[config.mk]
export PLATFORM = sky130hd
export DESIGN_NAME = shared_exponent_vector_encoder_top_flat
export DESIGN_NICKNAME = d
export VERILOG_FILES = /design/src/rtl/sevec_pkg.sv /design/src/rtl/sevec_in_if.sv /design/src/rtl/sevec_out_if.sv /design/src/rtl/sevec_cfg_if.sv /design/src/rtl/shared_exponent_vector_encoder_top.sv /design/src/rtl/sevec_classify.sv /design/src/rtl/sevec_exponent.sv /design/src/rtl/sevec_pack.sv /design/src/flat_wrapper.sv
export VERILOG_INCLUDE_DIRS = /design/src /design/src/rtl
export SDC_FILE = /design/constraint.sdc
export NUM_CORES = 1
export LEC_CHECK = 0
export BUFFER_PORTS_ARGS = -buffer_cell sky130_fd_sc_hd__buf_2
export CORE_UTILIZATION = 30
export CTS_BUF_LIST = sky130_fd_sc_hd__clkbuf_4 sky130_fd_sc_hd__clkbuf_8
export DETAILED_ROUTE_END_ITERATION = 7
export PLACE_DENSITY = 0.58
export SYNTH_ARGS = -nofsm -noshare
export SYNTH_HDL_FRONTEND = slang
export SYNTH_HIERARCHICAL = 1
export SYNTH_SLANG_ARGS = --single-unit
[constraint.sdc]
create_clock -name clk_i -period 4.9 [get_ports clk_i]
set_input_delay 0.245 -clock clk_i [delete_from_list [all_inputs] [get_ports clk_i]]
set_output_delay 0.245 -clock clk_i [all_outputs]
set_load 0.005 [all_outputs]
[src/rtl/assert_macros.svh]
// ----------------------------------------------------------------------------
// Assertion macros
// Clocked property checks with asynchronous active-low reset disable.
// ----------------------------------------------------------------------------
`ifndef ASSERT_MACROS_SVH
`define ASSERT_MACROS_SVH

`ifndef SYNTHESIS

// implication or plain property checked at every rising edge out of reset
`define ASSERT_PROP(label, clk, rst_n, prop) \
  label: assert property (@(posedge clk) disable iff (!rst_n) (prop)) \
    else $error("assertion failed: %m");

// a condition that must never hold out of reset
`define ASSERT_NEVER(label, clk, rst_n, cond) \
  label: assert property (@(posedge clk) disable iff (!rst_n) !(cond)) \
    else $error("forbidden condition: %m");

`else

`define ASSERT_PROP(label, clk, rst_n, prop)
`define ASSERT_NEVER(label, clk, rst_n, cond)

`endif

`endif

[src/rtl/sevec_pkg.sv]
`timescale 1ns / 1ps
// ----------------------------------------------------------------------------
// sevec_pkg
// Types, limits and helper functions of the shared exponent vector encoder.
// ----------------------------------------------------------------------------
package sevec_pkg;

  // packing modes
  typedef enum logic [1:0] {
    MODE_RAW  = 2'd0,
    MODE_HALF = 2'd1,
    MODE_SE32 = 2'd2,
    MODE_SE24 = 2'd3
  } mode_e;

  // classification limits on the raw bit pattern
  localparam logic [31:0] LIM_WRONG = 32'h7F80_0000;
  localparam logic [31:0] LIM_BIG   = 32'h4000_0000;
  localparam logic [31:0] LIM_SMALL = 32'h3080_0000;

  // low five bits of the saturated shared exponents (0x7F and 0x60)
  localparam logic [4:0] EXP_SAT_HI = 5'h1F;
  localparam logic [4:0] EXP_SAT_LO = 5'h00;

  // bytes per mode
  localparam logic [3:0] BYTES_RAW  = 4'd12;
  localparam logic [3:0] BYTES_HALF = 4'd6;
  localparam logic [3:0] BYTES_SE32 = 4'd4;
  localparam logic [3:0] BYTES_SE24 = 4'd3;

  typedef struct packed {
    logic [31:0] a;
    logic [31:0] b;
    logic [31:0] c;
  } vec_t;

  // after classify stage
  typedef struct packed {
    vec_t       v;
    mode_e      mode;
    logic       wrong;
    logic [2:0] big;    // [0] a, [1] b, [2] c
    logic [2:0] tiny;
    logic       gt_ab;
    logic       gt_ac;
    logic       gt_bc;
  } s1_t;

  // after exponent stage
  typedef struct packed {
    vec_t        v;
    mode_e       mode;
    logic        wrong;
    logic [2:0]  big;
    logic [4:0]  shared;
    logic [15:0] h0;
    logic [15:0] h1;
    logic [15:0] h2;
  } s2_t;

  // one result beat
  typedef struct packed {
    logic [31:0] word_low;
    logic [31:0] word_mid;
    logic [31:0] word_high;
    logic        write_valid;
    logic [3:0]  byte_count;
  } res_t;

  // 16-bit truncated field
  function automatic logic [15:0] half_field(logic [31:0] p, logic big, logic tiny);
    logic [15:0] r;
    if (big) begin
      r = 16'hFFFF;
    end else if (tiny) begin
      r = 16'h0000;
    end else begin
      r = p[27:12];
    end
    return r;
  endfunction

  // mantissa with hidden bit aligned to the shared exponent, shift wraps mod 32
  function automatic logic [23:0] align_mant(logic [31:0] p, logic big, logic [4:0] shared);
    logic [4:0] sh;
    logic [23:0] m;
    sh = 5'd1 + shared - p[27:23];
    m  = {1'b1, p[22:0]} >> sh;
    return big ? 24'hFF_FFFF : m;
  endfunction

endpackage

[src/rtl/sevec_in_if.sv]
`timescale 1ns / 1ps
// ----------------------------------------------------------------------------
// sevec_in_if
// Input channel: three single-precision bit patterns per beat.
// ----------------------------------------------------------------------------
interface sevec_in_if;
  logic        valid;
  logic        ready;
  logic [31:0] comp_a;
  logic [31:0] comp_b;
  logic [31:0] comp_c;

  modport source (output valid, output comp_a, output comp_b, output comp_c, input ready);
  modport sink (input valid, input comp_a, input comp_b, input comp_c, output ready);
endinterface

[src/rtl/sevec_out_if.sv]
`timescale 1ns / 1ps
// ----------------------------------------------------------------------------
// sevec_out_if
// Output channel: packed words, write flag and byte count per beat.
// ----------------------------------------------------------------------------
interface sevec_out_if;
  logic        valid;
  logic        ready;
  logic [31:0] word_low;
  logic [31:0] word_mid;
  logic [31:0] word_high;
  logic        write_valid;
  logic [3:0]  byte_count;

  modport source (output valid, output word_low, output word_mid, output word_high,
                  output write_valid, output byte_count, input ready);
  modport sink (input valid, input word_low, input word_mid, input word_high,
                input write_valid, input byte_count, output ready);
endinterface

[src/rtl/sevec_cfg_if.sv]
`timescale 1ns / 1ps
// ----------------------------------------------------------------------------
// sevec_cfg_if
// Configuration write channel for the pack mode register.
// ----------------------------------------------------------------------------
interface sevec_cfg_if;
  logic       valid;
  logic       ready;
  logic [1:0] pack_mode;

  modport source (output valid, output pack_mode, input ready);
  modport sink (input valid, input pack_mode, output ready);
endinterface

[src/rtl/shared_exponent_vector_encoder_top.sv]
`timescale 1ns / 1ps
// ----------------------------------------------------------------------------
// shared_exponent_vector_encoder_top
// Packs three single-precision components as raw, 16-bit or shared
// exponent words; three register stages with per-stage valid.
// ----------------------------------------------------------------------------
// Channel  Dir  Payload                                        Beat
// cfg_i    in   pack_mode[1:0]                                 valid & ready
// in_i     in   comp_a, comp_b, comp_c [31:0]                  valid & ready
// out_o    out  word_low/mid/high[31:0], write_valid, count[3:0]  valid & ready
//
// One beat per cycle sustained while out_o is ready; one register stage
// each (classify, shared exponent, align and pack).
// Reset clears all stage valid bits and sets pack_mode to raw.
// Each stage holds while its successor is full and not draining, so empty
// stages keep taking beats while a finished result waits at the output.
// cfg_i is always ready.
// ----------------------------------------------------------------------------
`include "assert_macros.svh"

module shared_exponent_vector_encoder_top (
  input  logic  clk_i,
  input  logic  rst_ni,
  sevec_cfg_if.sink   cfg_i,
  sevec_in_if.sink    in_i,
  sevec_out_if.source out_o
);
  import sevec_pkg::*;

  mode_e pack_mode_q;
  vec_t  vec_in;
  logic  s1_valid, s1_ready, s2_valid, s2_ready;
  s1_t   s1_data;
  s2_t   s2_data;
  res_t  res;

  // configuration register
  assign cfg_i.ready = 1'b1;

  always_ff @(posedge clk_i or negedge rst_ni) begin
    if (!rst_ni) begin
      pack_mode_q <= MODE_RAW;
    end else if (cfg_i.valid) begin
      pack_mode_q <= mode_e'(cfg_i.pack_mode);
    end
  end

  assign vec_in.a = in_i.comp_a;
  assign vec_in.b = in_i.comp_b;
  assign vec_in.c = in_i.comp_c;

  // pipeline
  sevec_classify u_classify (
    .clk_i   (clk_i),
    .rst_ni  (rst_ni),
    .valid_i (in_i.valid),
    .ready_o (in_i.ready),
    .vec_i   (vec_in),
    .mode_i  (pack_mode_q),
    .valid_o (s1_valid),
    .ready_i (s1_ready),
    .data_o  (s1_data)
  );

  sevec_exponent u_exponent (
    .clk_i   (clk_i),
    .rst_ni  (rst_ni),
    .valid_i (s1_valid),
    .ready_o (s1_ready),
    .data_i  (s1_data),
    .valid_o (s2_valid),
    .ready_i (s2_ready),
    .data_o  (s2_data)
  );

  sevec_pack u_pack (
    .clk_i   (clk_i),
    .rst_ni  (rst_ni),
    .valid_i (s2_valid),
    .ready_o (s2_ready),
    .data_i  (s2_data),
    .valid_o (out_o.valid),
    .ready_i (out_o.ready),
    .data_o  (res)
  );

  assign out_o.word_low    = res.word_low;
  assign out_o.word_mid    = res.word_mid;
  assign out_o.word_high   = res.word_high;
  assign out_o.write_valid = res.write_valid;
  assign out_o.byte_count  = res.byte_count;

  // checks
  `ASSERT_PROP(a_drop_zero, clk_i, rst_ni, (out_o.valid && !out_o.write_valid) |-> (out_o.word_low == 32'd0 && out_o.word_mid == 32'd0 && out_o.word_high == 32'd0))
  `ASSERT_PROP(a_drop_half, clk_i, rst_ni, (out_o.valid && !out_o.write_valid) |-> (out_o.byte_count == BYTES_HALF))
  `ASSERT_PROP(a_se_unused, clk_i, rst_ni, (out_o.valid && (out_o.byte_count == BYTES_SE32 || out_o.byte_count == BYTES_SE24)) |-> (out_o.word_mid == 32'd0 && out_o.word_high == 32'd0))
  `ASSERT_NEVER(a_se24_top, clk_i, rst_ni, out_o.valid && out_o.byte_count == BYTES_SE24 && out_o.word_low[31:23] != 9'd0)
  `ASSERT_PROP(a_stall_hold, clk_i, rst_ni, (s2_valid && !s2_ready) |=> s2_valid)
endmodule

[src/rtl/sevec_classify.sv]
`timescale 1ns / 1ps
// ----------------------------------------------------------------------------
// sevec_classify
// Stage 1: classify each component and compare them pairwise.
// ----------------------------------------------------------------------------
module sevec_classify (
  input  logic              clk_i,
  input  logic              rst_ni,
  input  logic              valid_i,
  output logic              ready_o,
  input  sevec_pkg::vec_t   vec_i,
  input  sevec_pkg::mode_e  mode_i,
  output logic              valid_o,
  input  logic              ready_i,
  output sevec_pkg::s1_t    data_o
);
  import sevec_pkg::*;

  logic valid_q, valid_d;
  s1_t  data_q, data_d;
  logic load;

  assign ready_o = !valid_q || ready_i;
  assign load    = valid_i && ready_o;
  assign valid_d = ready_o ? valid_i : valid_q;

  // classification and comparisons
  always_comb begin
    data_d.v        = vec_i;
    data_d.mode     = mode_i;
    data_d.wrong    = (vec_i.a >= LIM_WRONG) || (vec_i.b >= LIM_WRONG) ||
                      (vec_i.c >= LIM_WRONG);
    data_d.big[0]   = vec_i.a >= LIM_BIG;
    data_d.big[1]   = vec_i.b >= LIM_BIG;
    data_d.big[2]   = vec_i.c >= LIM_BIG;
    data_d.tiny[0]  = vec_i.a < LIM_SMALL;
    data_d.tiny[1]  = vec_i.b < LIM_SMALL;
    data_d.tiny[2]  = vec_i.c < LIM_SMALL;
    data_d.gt_ab    = vec_i.a > vec_i.b;
    data_d.gt_ac    = vec_i.a > vec_i.c;
    data_d.gt_bc    = vec_i.b > vec_i.c;
  end

  always_ff @(posedge clk_i or negedge rst_ni) begin
    if (!rst_ni) begin
      valid_q <= 1'b0;
    end else begin
      valid_q <= valid_d;
    end
  end

  always_ff @(posedge clk_i) begin
    if (load) begin
      data_q <= data_d;
    end
  end

  assign valid_o = valid_q;
  assign data_o  = data_q;
endmodule

[src/rtl/sevec_exponent.sv]
`timescale 1ns / 1ps
// ----------------------------------------------------------------------------
// sevec_exponent
// Stage 2: pick the largest component, derive the shared exponent and the
// 16-bit truncated fields.
// ----------------------------------------------------------------------------
module sevec_exponent (
  input  logic            clk_i,
  input  logic            rst_ni,
  input  logic            valid_i,
  output logic            ready_o,
  input  sevec_pkg::s1_t  data_i,
  output logic            valid_o,
  input  logic            ready_i,
  output sevec_pkg::s2_t  data_o
);
  import sevec_pkg::*;

  logic       valid_q, valid_d;
  s2_t        data_q, data_d;
  logic       load;
  logic [1:0] max_sel;   // 0 a, 1 b, 2 c
  logic [31:0] mx;
  logic       mx_big, mx_tiny;

  assign ready_o = !valid_q || ready_i;
  assign load    = valid_i && ready_o;
  assign valid_d = ready_o ? valid_i : valid_q;

  // largest component from the stage-1 comparisons
  always_comb begin
    if (data_i.gt_ab) begin
      max_sel = data_i.gt_ac ? 2'd0 : 2'd2;
    end else begin
      max_sel = data_i.gt_bc ? 2'd1 : 2'd2;
    end
    case (max_sel)
      2'd0: begin
        mx = data_i.v.a; mx_big = data_i.big[0]; mx_tiny = data_i.tiny[0];
      end
      2'd1: begin
        mx = data_i.v.b; mx_big = data_i.big[1]; mx_tiny = data_i.tiny[1];
      end
      default: begin
        mx = data_i.v.c; mx_big = data_i.big[2]; mx_tiny = data_i.tiny[2];
      end
    endcase
  end

  // shared exponent and half fields
  always_comb begin
    data_d.v     = data_i.v;
    data_d.mode  = data_i.mode;
    data_d.wrong = data_i.wrong;
    data_d.big   = data_i.big;
    if (data_i.wrong) begin
      data_d.shared = 5'd0;
    end else if (mx_big) begin
      data_d.shared = EXP_SAT_HI;
    end else if (mx_tiny) begin
      data_d.shared = EXP_SAT_LO;
    end else begin
      data_d.shared = mx[27:23];
    end
    data_d.h0 = half_field(data_i.v.a, data_i.big[0], data_i.tiny[0]);
    data_d.h1 = half_field(data_i.v.b, data_i.big[1], data_i.tiny[1]);
    data_d.h2 = half_field(data_i.v.c, data_i.big[2], data_i.tiny[2]);
  end

  always_ff @(posedge clk_i or negedge rst_ni) begin
    if (!rst_ni) begin
      valid_q <= 1'b0;
    end else begin
      valid_q <= valid_d;
    end
  end

  always_ff @(posedge clk_i) begin
    if (load) begin
      data_q <= data_d;
    end
  end

  assign valid_o = valid_q;
  assign data_o  = data_q;
endmodule

[src/rtl/sevec_pack.sv]
`timescale 1ns / 1ps
// ----------------------------------------------------------------------------
// sevec_pack
// Stage 3: align mantissas, pack the words for the mode; holds the output
// register.
// ----------------------------------------------------------------------------
module sevec_pack (
  input  logic             clk_i,
  input  logic             rst_ni,
  input  logic             valid_i,
  output logic             ready_o,
  input  sevec_pkg::s2_t   data_i,
  output logic             valid_o,
  input  logic             ready_i,
  output sevec_pkg::res_t  data_o
);
  import sevec_pkg::*;

  logic        valid_q, valid_d;
  res_t        data_q, data_d;
  logic        load;
  logic [23:0] m1, m2, m3;

  assign ready_o = !valid_q || ready_i;
  assign load    = valid_i && ready_o;
  assign valid_d = ready_o ? valid_i : valid_q;

  // aligned mantissas, zero for an invalid vector
  always_comb begin
    m1 = align_mant(data_i.v.a, data_i.big[0], data_i.shared);
    m2 = align_mant(data_i.v.b, data_i.big[1], data_i.shared);
    m3 = align_mant(data_i.v.c, data_i.big[2], data_i.shared);
    if (data_i.wrong) begin
      m1 = 24'd0;
      m2 = 24'd0;
      m3 = 24'd0;
    end
  end

  // word packing per mode
  always_comb begin
    data_d.word_low    = 32'd0;
    data_d.word_mid    = 32'd0;
    data_d.word_high   = 32'd0;
    data_d.write_valid = 1'b1;
    data_d.byte_count  = BYTES_RAW;
    case (data_i.mode)
      MODE_RAW: begin
        data_d.word_low  = data_i.v.a;
        data_d.word_mid  = data_i.v.b;
        data_d.word_high = data_i.v.c;
      end
      MODE_HALF: begin
        data_d.byte_count = BYTES_HALF;
        if (data_i.wrong) begin
          data_d.write_valid = 1'b0;
        end else begin
          data_d.word_low = {data_i.h1, data_i.h0};
          data_d.word_mid = {16'd0, data_i.h2};
        end
      end
      MODE_SE32: begin
        data_d.byte_count = BYTES_SE32;
        data_d.word_low   = {data_i.shared, m3[22:14], m2[22:14], m1[22:14]};
      end
      MODE_SE24: begin
        data_d.byte_count = BYTES_SE24;
        data_d.word_low   = {9'd0, data_i.shared[4:0], m3[22:17], m2[22:17],
                             m1[22:17]};
      end
      default: begin
        data_d.byte_count = BYTES_RAW;
      end
    endcase
  end

  always_ff @(posedge clk_i or negedge rst_ni) begin
    if (!rst_ni) begin
      valid_q <= 1'b0;
    end else begin
      valid_q <= valid_d;
    end
  end

  always_ff @(posedge clk_i) begin
    if (load) begin
      data_q <= data_d;
    end
  end

  assign valid_o = valid_q;
  assign data_o  = data_q;
endmodule

[src/flat_wrapper.sv]
// flat-port wrapper written by rule: the top's interface ports become plain ports
module shared_exponent_vector_encoder_top_flat import sevec_pkg::*;
  (clk_i, rst_ni, cfg_i_valid, cfg_i_pack_mode, cfg_i_ready, in_i_valid, in_i_comp_a, in_i_comp_b, in_i_comp_c, in_i_ready, out_o_valid, out_o_word_low, out_o_word_mid, out_o_word_high, out_o_write_valid, out_o_byte_count, out_o_ready);
  sevec_cfg_if cfg_i_i ();
  sevec_in_if in_i_i ();
  sevec_out_if out_o_i ();
  input  logic clk_i;
  input  logic rst_ni;
  input wire logic [$bits(cfg_i_i.valid)-1:0] cfg_i_valid;
  input wire logic [$bits(cfg_i_i.pack_mode)-1:0] cfg_i_pack_mode;
  output wire logic [$bits(cfg_i_i.ready)-1:0] cfg_i_ready;
  input wire logic [$bits(in_i_i.valid)-1:0] in_i_valid;
  input wire logic [$bits(in_i_i.comp_a)-1:0] in_i_comp_a;
  input wire logic [$bits(in_i_i.comp_b)-1:0] in_i_comp_b;
  input wire logic [$bits(in_i_i.comp_c)-1:0] in_i_comp_c;
  output wire logic [$bits(in_i_i.ready)-1:0] in_i_ready;
  output wire logic [$bits(out_o_i.valid)-1:0] out_o_valid;
  output wire logic [$bits(out_o_i.word_low)-1:0] out_o_word_low;
  output wire logic [$bits(out_o_i.word_mid)-1:0] out_o_word_mid;
  output wire logic [$bits(out_o_i.word_high)-1:0] out_o_word_high;
  output wire logic [$bits(out_o_i.write_valid)-1:0] out_o_write_valid;
  output wire logic [$bits(out_o_i.byte_count)-1:0] out_o_byte_count;
  input wire logic [$bits(out_o_i.ready)-1:0] out_o_ready;
  assign cfg_i_i.valid = cfg_i_valid;
  assign cfg_i_i.pack_mode = cfg_i_pack_mode;
  assign cfg_i_ready = cfg_i_i.ready;
  assign in_i_i.valid = in_i_valid;
  assign in_i_i.comp_a = in_i_comp_a;
  assign in_i_i.comp_b = in_i_comp_b;
  assign in_i_i.comp_c = in_i_comp_c;
  assign in_i_ready = in_i_i.ready;
  assign out_o_valid = out_o_i.valid;
  assign out_o_word_low = out_o_i.word_low;
  assign out_o_word_mid = out_o_i.word_mid;
  assign out_o_word_high = out_o_i.word_high;
  assign out_o_write_valid = out_o_i.write_valid;
  assign out_o_byte_count = out_o_i.byte_count;
  assign out_o_i.ready = out_o_ready;
  shared_exponent_vector_encoder_top u_core (.clk_i(clk_i), .rst_ni(rst_ni), .cfg_i(cfg_i_i), .in_i(in_i_i), .out_o(out_o_i));
endmodule
; After elaboration in Yosys (flattened, before gate mapping)
; Cells that the tools add are included.
[classes]
mux = 22
n_reduce_logical = 13
order_cmp = 12
add_sub_neg = 4
eq_ne = 4
shifts = 3
[ops]
columns = operator, count
row1 = $ge A32 B31 Y1 const B, 6
row2 = $mux W23, 6
row3 = $pmux W32 S4, 1
row4 = $gt A32 B32 Y1, 3
row5 = $lt A32 B30 Y1 const B, 3
row6 = $shr A24 B5 Y23, 3
row7 = $mux W64, 1
row8 = $pmux W32 S2, 1
row9 = $pmux W28 S2, 1
row10 = $mux W16, 3
row11 = $sub A5 B5 Y5, 3
row12 = $pmux W4 S3, 1
row13 = $mux W5, 2
row14 = $mux W2, 3
row15 = $add A1 B5 Y5 const A, 1
row16 = $logic_or A1 B1 Y1, 5
row17 = $eq A2 B1 Y1 const B, 2
row18 = $eq A2 B2 Y1 const B, 2
row19 = $logic_not A2 Y1, 2
row20 = $pmux W1 S2, 2
row21 = $logic_and A1 B1 Y1, 3
row22 = $logic_not A1 Y1, 3
row23 = $mux W1, 1
[totals]
input_bits = 103
out_inout_bits = 104
ff_bits = 369
word_cells = 87

; Logic depth before layout (Yosys ltp)
[depth]
word_depth = 6
mapped_depth = 10
mapped_depth_nobuf = 9

; By module
; Netlist, hierarchy kept.
[modules_own_cells]
columns = mod, cells_per_inst, instances, area_per_inst_um2, seq_area_each_um2
row1 = sevec_pack, 571, 1, 6132.1, 3057.9
row2 = sevec_classify, 440, 1, 5724.2, 3268.1
row3 = sevec_exponent, 246, 1, 5268.8, 4679.5
row4 = shared_exponent_vector_encoder_top, 6, 1, 83.8, 50.0

; Worst setup path before layout
; Ideal clock, no wire load.
[synth_timing]
kind = register to register
from = reg u_core.u_pack.valid_q (netlist: u_core/u_pack/valid_o)
to = reg u_core.u_exponent.data_q, in the netlist u_core/u_exponent/data_o[0], enable pin
stages_incl_launch_ff = 4
required_ns = 4.367
arrival_ns = 4.145
synth_period_minus_slack_ns = 4.678
setup_slack_ns = 0.222
n_path_buf = 0
setup_ns = 0.533
cell_sequence = dfrtp_1 -> nand2b_1 -> nand2b_1 -> and2_1
[synth_via]
elab_chain_cells = 4
[synth_lines]
columns = item, line
row1 = from (decl), sevec_pack.sv:19  ; logic valid_q, valid_d;
row2 = from (signal assigned), sevec_pack.sv:81  ; valid_q <= valid_d;
row3 = $logic_not A1 Y1, sevec_pack.sv:24  ; assign ready_o = !valid_q || ready_i;
row4 = $logic_or A1 B1 Y1, sevec_pack.sv:24
row5 = via u_core.s2_ready, shared_exponent_vector_encoder_top.sv:32  ; logic s1_valid, s1_ready, s2_valid, s2_ready;
row6 = $logic_or A1 B1 Y1, sevec_exponent.sv:26  ; assign ready_o = !valid_q || ready_i;
row7 = via u_core.s1_ready, shared_exponent_vector_encoder_top.sv:32
row8 = $logic_and A1 B1 Y1, sevec_exponent.sv:27  ; assign load = valid_i && ready_o;
row9 = via u_core.u_exponent.load, sevec_exponent.sv:21  ; logic load;
row10 = to (signal assigned), sevec_exponent.sv:80  ; data_q <= data_d;
row11 = to (decl), sevec_exponent.sv:20  ; s2_t data_q, data_d;
; The timed path passes the listed nets, and every way through them passes these cells.
; A chain may end at the register's enable or synchronous reset.

==> flow_summary.toml <==
[yosys]
syn_inst = 1263
synth_edf_count = 364
synth_compound_gate_area_share_pct = 11.5
synth_top_family_by_area = "compound AO/OA/AOI/OAI gates"
yosys.area.top_type = "edfxtp_1"
seq_area_frac_synth_pct = 64.2
netlist_area_um2 = 17200
synth_xor_area_share_pct = 1.13
synth_top_area_share_pct = 63.5
async_flop_share_pct = 1.36
synthMuxAreaShare_pct = 2.92
synth_seq_cells = 369
syn_nets = 1478
synthSimpleGateAreaFrac_pct = 8.75
synthTopCellsByArea = "edfxtp_1, ha_1, a21oi_1"
synthAdderAreaFrac_pct = 8.27
yosysUniqueCellTypes = 68
yosysWarnings = 6
synth_flop_cell = "edfxtp_1"
avgSynthCellArea_um2 = 13.6

[global_route]
antenna_found_initial = 3
track_usage_pct = 17.6
grt_pass1_vias = 11900
grt_pass1_wl_mm = 76.2
grt_max_degree = 109
grt-ovfl-total = 0

[setup_path]
slowest_stage = "fa_1"
cp_max_fo = 13
max_stage_delay_ns = 0.91
endpoint_kind = "flop"
crit_arrival_ns = 3.91
required_ns = 5.36
crit_chain = "ha_1 > inv_1 > fa_1 > mux2i_1 > and2_1 > o311ai_0 > o2111ai_1 > o311ai_1"
criticalPathCategory = "flop to flop"
start_kind = "flop"

[power]
p_clk_share_pct = 31.9
powerDensity_nw_per_um2 = 383
swShare_pct = 28.9
peakVddDrop_uv = 185
seqPwrFrac_pct = 49.1
combPwrFrac_pct = 19.0
p_leak_nw = 8.45
power.switching_mw = 2.35
p_int_mw = 5.80

[floorplanning]
fp.dieW_um = 242
coreArea_um2 = 56500
dieArea_um2 = 58300
io-pin-count = 207
row_count = 87
start_util_pct = 30.5
fp.dieH_um = 242

[cts]
clkTransAtPathRegs_ns = 0.06
clkSinkCount = 369
cts_setup_buffers = 0
cts_tree = "done"
root_buffer = "clkbuf_8"
cts_made_buffers = 61
clk_latency_ns = 0.67
ctsLongestPathBuffers = 3
cts_max_level = 2

[placement]
hpwl_mm = 38.4
io_buffers = 205
place.gp.congestion = 0.860

[timing]
max_freq_mhz = 290
slew_violations = 0
grt_setup_unrepaired = "no"
skew_ns = 0.0286
relSlewSlack_pct = 34.3
setup_viol = 0
hold-worst-slack_ns = 0.314
fin_crit_ns = 3.45
tns_ns = 0
period_share_pct = 70.4
max_slew.worst_pin.slew_ns = 0.983
hold_viol = 0

[drt]
drt_iter0_markers = 953
drc_errors = 0
ant_nets = 0
via_per_inst = 4.92
num_vias = 11800
wl_mm = 52.3
dr.pass1.iters = 5
wl_per_cell_um = 21.8

[finish]
mostFrequentLayoutCells = "edfxtp_1, buf_2, ha_1"
layout.nets = 1817
final_common_cell = "edfxtp_1"
drive_above_1_share_pct = 21.5
nFillCells = 5374
syn_to_final_growth_pct = 23.9

[flow_run]
max-cap-violations = 0

[run_status]
outcome = "completed"

[min_path]
hold_path.class = "primary input to flop"
## kinds of logic after synthesis
logic type | count (synthesis)
AOI/OAI and AO/OA | 296
adders and majority gates | 112
muxes | 38
buffers and inverters | 138
xor gates and xnor gates | 18
other | 1
DFF | 369
and+or+nand+nor | 291
## sequential cells by signal (all words and copies together) (netlist names)
name	flops
u_core/u_exponent/valid_o	1
u_core/u_classify/data_o	108
u_core/pack_mode_q	2
u_core/u_pack/valid_o	1
u_core/u_pack/data_o	101
u_core/u_classify/valid_o	1
u_core/u_exponent/data_o	155
## critical path, delay by kind of cell, from the launching register on
kind                       cells  cell delay [ns]
muxes                          1             0.19
adders and majority gates      2             1.32
and+or+nand+nor                1             0.22
buffers and inverters          1             0.15
AOI/OAI and AO/OA              3             0.87
DFF                            1             0.51
## path summary, 6_finish.rpt
check	start	end	slack [ns]	cells after the start
setup / recovery	u_core/u_exponent/data_o[48]$_SDFFCE_PP0P_	u_core/u_pack/data_o[69]$_DFFE_PP_	1.45	8
hold / removal	in_i_comp_c[14]	u_core/u_classify/data_o[26]$_DFFE_PP_	0.31	2
setup reg to reg	u_core/u_exponent/data_o[48]$_SDFFCE_PP0P_	u_core/u_pack/data_o[69]$_DFFE_PP_	1.45	8
hold reg to reg	u_core/u_classify/data_o[13]$_DFFE_PP_	u_core/u_exponent/data_o[60]$_DFFE_PP_	0.40	0
max in group asynchronous	rst_ni	u_core/pack_mode_q[0]$_DFFE_PN0P_	4.16	3
min in group asynchronous	rst_ni	u_core/u_pack/valid_o$_DFFE_PN0N_	0.55	3
## repair_timing
action | 4_1_cts | 5_1_grt
hold buffers | 104 | 0
gates resized for setup | 0 | 0
endpoints found under the hold margin | 112 | 0
## final cells by class
type                            count  area (µm²)  area share, %
Timing Repair Buffer              325        2210           10.4
Multi-Input combinational cell    756        5610           26.3
Antenna cell                        1        2.50         0.0117
Sequential cell                   369       11100           51.9
Inverter                           89         335           1.57
Clock inverter                     27         155          0.728
Clock buffer                       81         996           4.67
Tap cell                          756         946           4.44
## power groups by stage
stage / Sequential (mW) / Clock, mW / Combinational [mW]
finish: 4.00 / 2.60 / 1.55
global route: 4.03 / 2.81 / 1.69
CTS: 4.01 / 2.69 / 1.54
detailed placement: 4.07 / 0 / 1.47
global placement: 4.07 / 0 / 1.46
floorplan: 4.02 / 0 / 0.947
## cell usage after synthesis (all sizes together), types with 22 or more instances
master / n
edfxtp: 364
ha: 109
a21oi: 89
inv: 89
nand2: 75
a21o: 57
nor2: 55
and2: 46
o21ai: 46
clkbuf: 34
nand4: 26
mux2i: 24
nand3: 22
## layer usage
metal,global-route usage [%],part of all wire (%),up-vias
met3,3.92,5.7,103
li1,-,-,5481
met4,5.79,2.7,2
met5,0,0.025,-
met1,22.9,44,5826
met2,28.8,48,404
## stage by stage
stage | util, % | instances | total power [mW] | cell area, µm² | setup WS, ns
final | 37.7 | 2404 | 8.16 | 21300 | 1.45
after global routing | 37.7 | 2404 | 8.52 | 21300 | 1.23
after global placement | 33.8 | 2191 | 5.53 | 19100 | 1.54
after floorplan | - | 1263 | 4.96 | 17200 | 0.222
after CTS | 37.7 | 2403 | 8.24 | 21300 | 1.43
after detailed placement | 33.8 | 2191 | 5.54 | 19100 | 1.45
(Power assumes the default switching activity.)
